--- config.mk ---
export PLATFORM = sky130hd
export DESIGN_NAME = imh_ctrl
export DESIGN_NICKNAME = d
export VERILOG_FILES = /design/src/hdl/imh_pkg.sv /design/src/hdl/imh_ctrl.sv
export SDC_FILE = /design/constraint.sdc
export NUM_CORES = 1
export LEC_CHECK = 0
export BUFFER_PORTS_ARGS = -buffer_cell sky130_fd_sc_hd__buf_2
export CAP_MARGIN = 20
export CORE_MARGIN = 8
export CORE_UTILIZATION = 36
export DETAILED_ROUTE_END_ITERATION = 7
export MAX_ROUTING_LAYER = met4
export PLACE_DENSITY = 0.75
export SYNTH_ARGS = -nofsm -noshare
export SYNTH_HDL_FRONTEND = slang
export SYNTH_SLANG_ARGS = --single-unit
--- constraint.sdc ---
create_clock -name clk -period 1.5 [get_ports clk]
set_clock_uncertainty 0.15 [all_clocks]
set_input_delay 0.15 -clock clk [delete_from_list [all_inputs] [get_ports clk]]
set_output_delay 0.15 -clock clk [all_outputs]
set_load 0.01 [all_outputs]
--- src/hdl/imh_pkg.sv ---
// Package for the indexed min-heap: widths, operation and status codes,
// controller states and the command/status structs. No dependencies.
package imh_pkg;
  localparam int MaxItems = 256;
  localparam int KeyWidth = 32;
  localparam int IdxW = $clog2(MaxItems);
  localparam int SlotW = $clog2(MaxItems + 1);
  localparam int CntW = 9;

  localparam logic [1:0] FUNC_INSERT = 2'd0;
  localparam logic [1:0] FUNC_CHANGE = 2'd1;
  localparam logic [1:0] FUNC_REMOVE = 2'd2;
  localparam logic [1:0] FUNC_UNUSED = 2'd3;

  localparam logic [1:0] ST_OK = 2'd0;
  localparam logic [1:0] ST_PRESENT = 2'd1;
  localparam logic [1:0] ST_ABSENT = 2'd2;
  localparam logic [1:0] ST_EMPTY = 2'd3;

  typedef enum logic [3:0] {
    S_CLEAR, S_IDLE, S_LOOKUP, S_DISPATCH, S_RM_TAIL, S_UP_RD, S_UP_KEY, S_UP_CMP,
    S_DN_RD, S_DN_KEY, S_DN_CMP, S_PLACE, S_DONE
  } state_t;

  // Command from controller to datapath.
  typedef struct packed {
    logic clear_step;   // clear one slot_of_item entry
    logic capture;      // latch input item
    logic lookup;       // read slot_of_item of input item
    logic do_insert;    // open a hole at the tail and set key
    logic do_change;    // write new key, hole at item's slot
    logic rm_start;     // read root and tail items
    logic rm_finish;    // read tail key, clear removed item, hole at root
    logic up_read;      // read parent item
    logic up_key;       // read parent key
    logic up_swap;      // move parent down into the hole
    logic dn_read;      // read child items
    logic dn_key;       // read child keys
    logic dn_swap;      // move chosen child up into the hole
    logic place;        // write the moving item into the hole
    logic set_status;   // latch status code
    logic [1:0] status;
    logic out_load;     // load result register
  } cmd_t;

  // Status from datapath to controller.
  typedef struct packed {
    logic [1:0] func;
    logic present;
    logic count_zero;
    logic up_go;        // cursor > 1 and parent key > moving key
    logic dn_go;        // chosen child exists and its key < moving key
    logic clear_done;
  } sts_t;
endpackage

--- src/hdl/imh_ctrl.sv ---
// Controller state machine of the indexed min-heap.
// Depends on imh_pkg.
module imh_ctrl (
  input  logic            clk,
  input  logic            rst,
  input  logic            in_valid,
  output logic            in_ready,
  input  logic            out_busy,
  input  imh_pkg::sts_t   sts,
  output imh_pkg::cmd_t   cmd
);
  imh_pkg::state_t state, state_next;

  always_ff @(posedge clk) begin
    if (rst) state <= imh_pkg::S_CLEAR;
    else state <= state_next;
  end

  always_comb begin
    state_next = state;
    case (state)
      imh_pkg::S_CLEAR: if (sts.clear_done) state_next = imh_pkg::S_IDLE;
      imh_pkg::S_IDLE: if (in_valid) state_next = imh_pkg::S_LOOKUP;
      imh_pkg::S_LOOKUP: state_next = imh_pkg::S_DISPATCH;
      imh_pkg::S_DISPATCH: begin
        case (sts.func)
          imh_pkg::FUNC_INSERT:
            state_next = sts.present ? imh_pkg::S_DONE : imh_pkg::S_UP_RD;
          imh_pkg::FUNC_CHANGE:
            state_next = sts.present ? imh_pkg::S_UP_RD : imh_pkg::S_DONE;
          imh_pkg::FUNC_REMOVE:
            state_next = sts.count_zero ? imh_pkg::S_DONE : imh_pkg::S_RM_TAIL;
          default: state_next = imh_pkg::S_DONE;
        endcase
      end
      imh_pkg::S_RM_TAIL: state_next = imh_pkg::S_DN_RD;
      imh_pkg::S_UP_RD: state_next = imh_pkg::S_UP_KEY;
      imh_pkg::S_UP_KEY: state_next = imh_pkg::S_UP_CMP;
      imh_pkg::S_UP_CMP: state_next = sts.up_go ? imh_pkg::S_UP_RD :
                                      imh_pkg::S_DN_RD;
      imh_pkg::S_DN_RD: state_next = imh_pkg::S_DN_KEY;
      imh_pkg::S_DN_KEY: state_next = imh_pkg::S_DN_CMP;
      imh_pkg::S_DN_CMP: state_next = sts.dn_go ? imh_pkg::S_DN_RD :
                                      imh_pkg::S_PLACE;
      imh_pkg::S_PLACE: state_next = imh_pkg::S_DONE;
      imh_pkg::S_DONE: if (!out_busy) state_next = imh_pkg::S_IDLE;
      default: state_next = imh_pkg::S_IDLE;
    endcase
  end

  always_comb begin
    cmd = '0;
    in_ready = 1'b0;
    case (state)
      imh_pkg::S_CLEAR: cmd.clear_step = 1'b1;
      imh_pkg::S_IDLE: begin
        in_ready = 1'b1;
        cmd.capture = in_valid;
      end
      imh_pkg::S_LOOKUP: cmd.lookup = 1'b1;
      imh_pkg::S_DISPATCH: begin
        cmd.set_status = 1'b1;
        cmd.status = imh_pkg::ST_OK;
        case (sts.func)
          imh_pkg::FUNC_INSERT: begin
            if (sts.present) cmd.status = imh_pkg::ST_PRESENT;
            else cmd.do_insert = 1'b1;
          end
          imh_pkg::FUNC_CHANGE: begin
            if (!sts.present) cmd.status = imh_pkg::ST_ABSENT;
            else cmd.do_change = 1'b1;
          end
          imh_pkg::FUNC_REMOVE: begin
            if (sts.count_zero) cmd.status = imh_pkg::ST_EMPTY;
            else cmd.rm_start = 1'b1;
          end
          default: cmd.status = imh_pkg::ST_OK;
        endcase
      end
      imh_pkg::S_RM_TAIL: cmd.rm_finish = 1'b1;
      imh_pkg::S_UP_RD: cmd.up_read = 1'b1;
      imh_pkg::S_UP_KEY: cmd.up_key = 1'b1;
      imh_pkg::S_UP_CMP: cmd.up_swap = sts.up_go;
      imh_pkg::S_DN_RD: cmd.dn_read = 1'b1;
      imh_pkg::S_DN_KEY: cmd.dn_key = 1'b1;
      imh_pkg::S_DN_CMP: cmd.dn_swap = sts.dn_go;
      imh_pkg::S_PLACE: cmd.place = 1'b1;
      imh_pkg::S_DONE: cmd.out_load = !out_busy;
      default: cmd = '0;
    endcase
  end
endmodule

* After elaboration in Yosys (flattened, before gate mapping)
Index checks and enable logic that the tools add are counted.
** Cells by class
- Muxes and demuxes :: 35
- Eq/ne operators :: 17
- Reductions and logical operators :: 4
** Operators with widths (number)
- $pmux 4 s13 :: 1
- $mux 4 :: 7
- $eq 4x4->1 const B :: 5
- $mux 1 :: 20
- $eq 4x3->1 const B :: 4
- $pmux 4 s3 :: 1
- $eq 4x2->1 const B :: 2
- $mux 2 :: 3
- $mux 3 :: 2
- $ne 2x2->1 const B :: 3
- $pmux 2 s3 :: 1
- $eq 4x1->1 const B :: 1
- $logic_not 4->1 :: 1
- $reduce_and 3->1 :: 1
- $eq 2x1->1 const B :: 1
- $eq 2x2->1 const B :: 1
- $logic_not 2->1 :: 1
- $logic_not 1->1 :: 1
** Word-level totals
- Input port bits :: 11
- Bits in registers :: 4
- Word-level logic and storage cells :: 57
- Output and inout port bits :: 19

* Logic depth before layout (Yosys ltp)
- Word-level depth :: 3
- Mapped depth :: 7
- Gate-level depth less buffers :: 5

* Least setup slack after synthesis
Ideal clock, no wire load.
- Path kind :: reg2out
- From :: register state[1]
- To :: output cmd[12] (netlist bit)
- Data arrival time :: 1.232 ns
- Stages on the path, launching flop included :: 7
- Required time :: 1.200 ns
- Buffers on the path :: 2
- Slack :: -0.032 ns
- Cell sequence :: dfxtp_1 -> buf_6 -> nand2_4 -> or3_1 -> buf_2 -> inv_1 -> and3_1
** RTL lines
- start: declaration :: line imh_ctrl.sv:12 : imh_pkg::state_t state, state_next;
- start signal: assignment :: line imh_ctrl.sv:15 : if (rst) state <= imh_pkg::S_CLEAR;
- start signal: assignment :: line imh_ctrl.sv:16 : else state <= state_next;
- end: declaration :: line imh_ctrl.sv:10 : output imh_pkg::cmd_t cmd

==> tab_implementation.tex <==
\begin{tabular}{lr}
\hline
Metric & Value \\
\hline
\multicolumn{2}{l}{\textbf{Layout}} \\
\quad Share of layout cells above drive strength 1 & 67.9\% \\
\quad Biggest regs & state (4) \\
\quad Final Net Count & 125 \\
\quad Final cell count without fillers & between 100 and 150 \\
\quad Post-layout instance area & 902 um2 \\
\quad Register with the most flip-flops & state \\
\quad Synth-to-layout area growth & 91.8\% \\
\quad Number of filler cells placed in the layout & 87 \\
\quad Flip-flop count of the largest register after layout & 4 \\
\multicolumn{2}{l}{\textbf{Yosys}} \\
\quad Dominant cell type by area after synthesis & sky130\_fd\_sc\_hd\_\_dfxtp\_1 \\
\quad Sequential area share after synthesis & 17.0\% \\
\quad Syn\_area\_per\_cell & 6.53 um2 \\
\quad Post-synth design cell area & 470 um2 \\
\quad Top-area cell type share of the netlist area & 17.0\% \\
\quad Most used standard cells in the synthesized netlist & 11 x sky130\_fd\_sc\_hd\_\_nor3\_1, 10 x sky130\_fd\_sc\_hd\_\_nor2\_1, 5 x sky130\_fd\_sc\_hd\_\_nand2\_1, 5 x sky130\_fd\_sc\_hd\_\_nand2b\_1, 4 x sky130\_fd\_sc\_hd\_\_dfxtp\_1 \\
\quad Post-synthesis register bit count & 4 \\
\quad Post-synth EDFFs & 0 \\
\quad Number of library cell types mapped by synthesis & 31 \\
\quad Syn. warnings & 0 \\
\quad Instance count of the mapped netlist & 72 \\
\quad Synth top area cells & sky130\_fd\_sc\_hd\_\_dfxtp\_1 17\%, sky130\_fd\_sc\_hd\_\_nor3\_1 12\%, sky130\_fd\_sc\_hd\_\_nor2\_1 8.0\% \\
\quad Most common cell in the synthesized netlist & sky130\_fd\_sc\_hd\_\_nor3\_1 \\
\quad FFs w/ async S/R, synth & 0\% \\
\quad Primary flip-flop cell chosen by synthesis mapping & sky130\_fd\_sc\_hd\_\_dfxtp\_1 \\
\quad Total nets after synthesis & 83 \\
\multicolumn{2}{l}{\textbf{Timing}} \\
\quad Highest achievable clock rate & 585 MHz \\
\quad Setup repair after global routing missed its margin & true \\
\quad Hold Violations, Final & 0 \\
\quad Final setup vio count & 13 \\
\quad Worst-margin pin slew & 362 ps \\
\quad Part of the cycle the worst path needs & 114\% \\
\quad Final worst-path setup slack & -209 ps \\
\quad Slew Viols, Final & 0 \\
\quad Time the final worst path needs with I/O delays and setup & 1710 ps \\
\quad Final hold slack & 43.1 ps \\
\quad Worst relative slew slack & 75.8\% \\
\multicolumn{2}{l}{\textbf{Global route}} \\
\quad Number of antenna violations at the first check in global routing & 0 \\
\quad Maximum number of pins on one net before global-route repair & 11 \\
\quad Overflow left after global routing & 0 \\
\quad Vias in the first global route & 729 \\
\quad Wire length of the first global-routing pass & approximately 3.4 mm \\
\quad Global Route Usage Sum & 16.6\% \\
\multicolumn{2}{l}{\textbf{Clock tree}} \\
\quad Root buffer cell & sky130\_fd\_sc\_hd\_\_clkbuf\_4 \\
\quad CTS max path bufs & 2 \\
\quad Total clock buffers created by CTS & 3 \\
\quad Worst skew pair latency & 240 ps \\
\quad Clock tree from TritonCTS & built \\
\quad Clock slew seen by the registers of the worst setup and hold paths & roughly 40 ps \\
\quad Clock sinks & 4 \\
\quad H-tree level count & 1 \\
\multicolumn{2}{l}{\textbf{Critical path}} \\
\quad Delay-heaviest family, CP & simple AND/OR/NAND/NOR gates \\
\quad Worst-path cell chain & nand2\_4, or3\_4, inv\_2, and3\_4, buf\_6 \\
\quad Critical path capture point type & primary output \\
\quad Worst Path Class, Setup & reg -> out \\
\quad Delay of the slowest cell on the worst path & 380 ps \\
\quad Slack of the worst reg-to-reg path & -100 ps \\
\quad Critical Path RT & 1200 ps \\
\quad Slowest stage cell, crit path & sky130\_fd\_sc\_hd\_\_or3\_4 \\
\quad Startpoint types & flip-flop \\
\quad CP Max Fanout & 6 \\
\quad Arrival time of the worst setup path & roughly 1400 ps \\
\quad Count of buffer and inverter cells on the critical path & 2 \\
\multicolumn{2}{l}{\textbf{Route}} \\
\quad Post-route DRC & 0 \\
\quad Number of search-and-repair iterations in the first detailed-routing pass & 4 \\
\quad Remaining antenna violation count & 0 \\
\quad Starting DRT DRC Count & 25 \\
\quad Post-detailed-routing wire length & 2.36 mm \\
\quad DR WL/cell & 18.4 um \\
\quad Via count of the routed design & 748 \\
\quad Via density per instance & about 6 \\
\multicolumn{2}{l}{\textbf{Place}} \\
\quad Final weighted congestion in routability-driven placement & around 0.92 \\
\quad Placement-stage cell area & 678 um2 \\
\quad Port Buffer Count & 29 \\
\quad Estimated wirelength of the detail-placed design & 1.42 mm \\
\quad Inst Count DP & 120 \\
\multicolumn{2}{l}{\textbf{Floorplan}} \\
\quad Floorplan die height & 52.2 um \\
\quad Area of the die & 2720 um2 \\
\quad Number of rows created at floorplan & 13 \\
\quad Initial Util & between 30\% and 40\% \\
\quad Number of primary I/O pins & 30 \\
\quad Chip width & 52.2 um \\
\quad Area of the core & 1250 um2 \\
\multicolumn{2}{l}{\textbf{Power and ir drop}} \\
\quad Switch Pwr & roughly 0.26 mW \\
\quad Switching share of power & 40.8\% \\
\quad Internal power consumption & between 0.3 and 0.4 mW \\
\quad Portion of total power attributed to the clock network & 21.9\% \\
\quad Share of power burned in combinational logic & between 50\% and 60\% \\
\quad Max VDD drop & 528 uV \\
\quad Power density over cell area & 703 nW/um2 \\
\quad Proportion of power drawn by flip-flops and latches & 22.2\% \\
\quad Leak Pwr & 0.420 nW \\
\multicolumn{2}{l}{\textbf{Status}} \\
\quad Violated checks & negative setup slack \\
\quad Run status & finished, violations left \\
\multicolumn{2}{l}{\textbf{Job}} \\
\quad Count of maximum capacitance violations & 0 \\
\multicolumn{2}{l}{\textbf{Worst hold path}} \\
\quad Type of the tightest min-delay check & in -> reg \\
\hline
\end{tabular}
## per-stage QoR
step                      TNS (ps)  power, mW  worst slack, ps  utilization [%]
after detailed placement      -408      0.386             -102             54.1
after global placement       -8.37      0.378            -8.37             54.1
after global routing         -2420      0.675             -253             71.8
final                        -1710      0.634             -209             72.0
after CTS                    -1410      0.581             -175             65.7
after floorplan              -43.0      0.294            -14.3                -
## layout make-up
cell class | instances | area, um2 | area share, %
Timing Repair Buffer | 44 | 298 | 33.0
Antenna cell | 1 | 2.50 | 0.277
Inverter | 3 | 11.3 | 1.25
Clock buffer | 3 | 22.5 | 2.50
Tap cell | 15 | 18.8 | 2.08
Multi-Input combinational cell | 58 | 459 | 50.9
Sequential cell | 4 | 90.1 | 9.99
## worst register-to-register path, stage by stage, from the launching register on
cell and delay (ps):
sky130_fd_sc_hd__dfxtp_4 350, sky130_fd_sc_hd__buf_4 130, sky130_fd_sc_hd__or3b_1 370, sky130_fd_sc_hd__mux2_2 290, sky130_fd_sc_hd__a211oi_2 210
## cells by family (layout without fill, tap and decap cells)
family / after synthesis / after routing / synth area share, %
muxes: 2 / 2 / 4.52
and+or+nand+nor: 39 / 39 / 43.1
DFF: 4 / 4 / 17.0
other: 0 / 1 / 0
buffers and inverters: 10 / 50 / 11.7
AOI/OAI and AO/OA: 17 / 17 / 23.7
## power by group through the flow
stage                     Combinational [mW]  Sequential (mW)  Clock (mW)
after floorplan                        0.166            0.128           0
after global placement                 0.242            0.136           0
after detailed placement               0.249            0.137           0
after CTS                              0.305            0.137       0.139
after global routing                   0.375            0.142       0.157
final                                  0.354            0.141       0.139
## metal layers
| metal | share of wire (%) | global-route usage (%) | up-vias |
|---|---|---|---|
| li1 | - | - | 338 |
| met1 | 37 | 17.1 | 363 |
| met2 | 51 | 27.2 | 33 |
| met3 | 5.5 | 5.98 | 14 |
| met4 | 5.8 | 8.19 | 0 |
| met5 | 0 | - | - |
## timing repair
| item | 4_1_cts | 5_1_grt |
|---|---|---|
| endpoints found under the hold margin | 2 | 0 |
| pin swaps | 5 | 6 |
| gates resized for setup | 19 | 19 |
| endpoints found under the setup margin | 18 | 20 |
| buffers inserted | 3 | 2 |
| hold buffers | 1 | 0 |
## final timing paths
path / from / endpoint / cells past startpoint
worst min-delay path: sts[0] / state[0] / 3
worst max-delay path: state[0] / cmd[12] / 5
worst max register to register: state[1] / state[2] / 4
worst min register to register: state[2] / state[2] / 2
## cells in the final DEF, fill, tap and decap left out, types with 2 or more instances in the layout
cell type / netlist / layout
sky130_fd_sc_hd__a21oi_1: 3 / 3
sky130_fd_sc_hd__a31oi_1: 2 / 2
sky130_fd_sc_hd__buf_2: 2 / 26
sky130_fd_sc_hd__buf_4: 0 / 9
sky130_fd_sc_hd__buf_6: 2 / 8
sky130_fd_sc_hd__clkbuf_4: 0 / 3
sky130_fd_sc_hd__dfxtp_2: 0 / 2
sky130_fd_sc_hd__dfxtp_4: 0 / 2
sky130_fd_sc_hd__inv_1: 3 / 2
sky130_fd_sc_hd__nand2_1: 5 / 5
sky130_fd_sc_hd__nand2b_4: 0 / 4
sky130_fd_sc_hd__nor2_1: 10 / 6
sky130_fd_sc_hd__nor2_2: 0 / 3
sky130_fd_sc_hd__nor3_1: 11 / 2
sky130_fd_sc_hd__nor3_2: 0 / 8
sky130_fd_sc_hd__o21ai_0: 3 / 3
(Power assumes the default switching activity.)
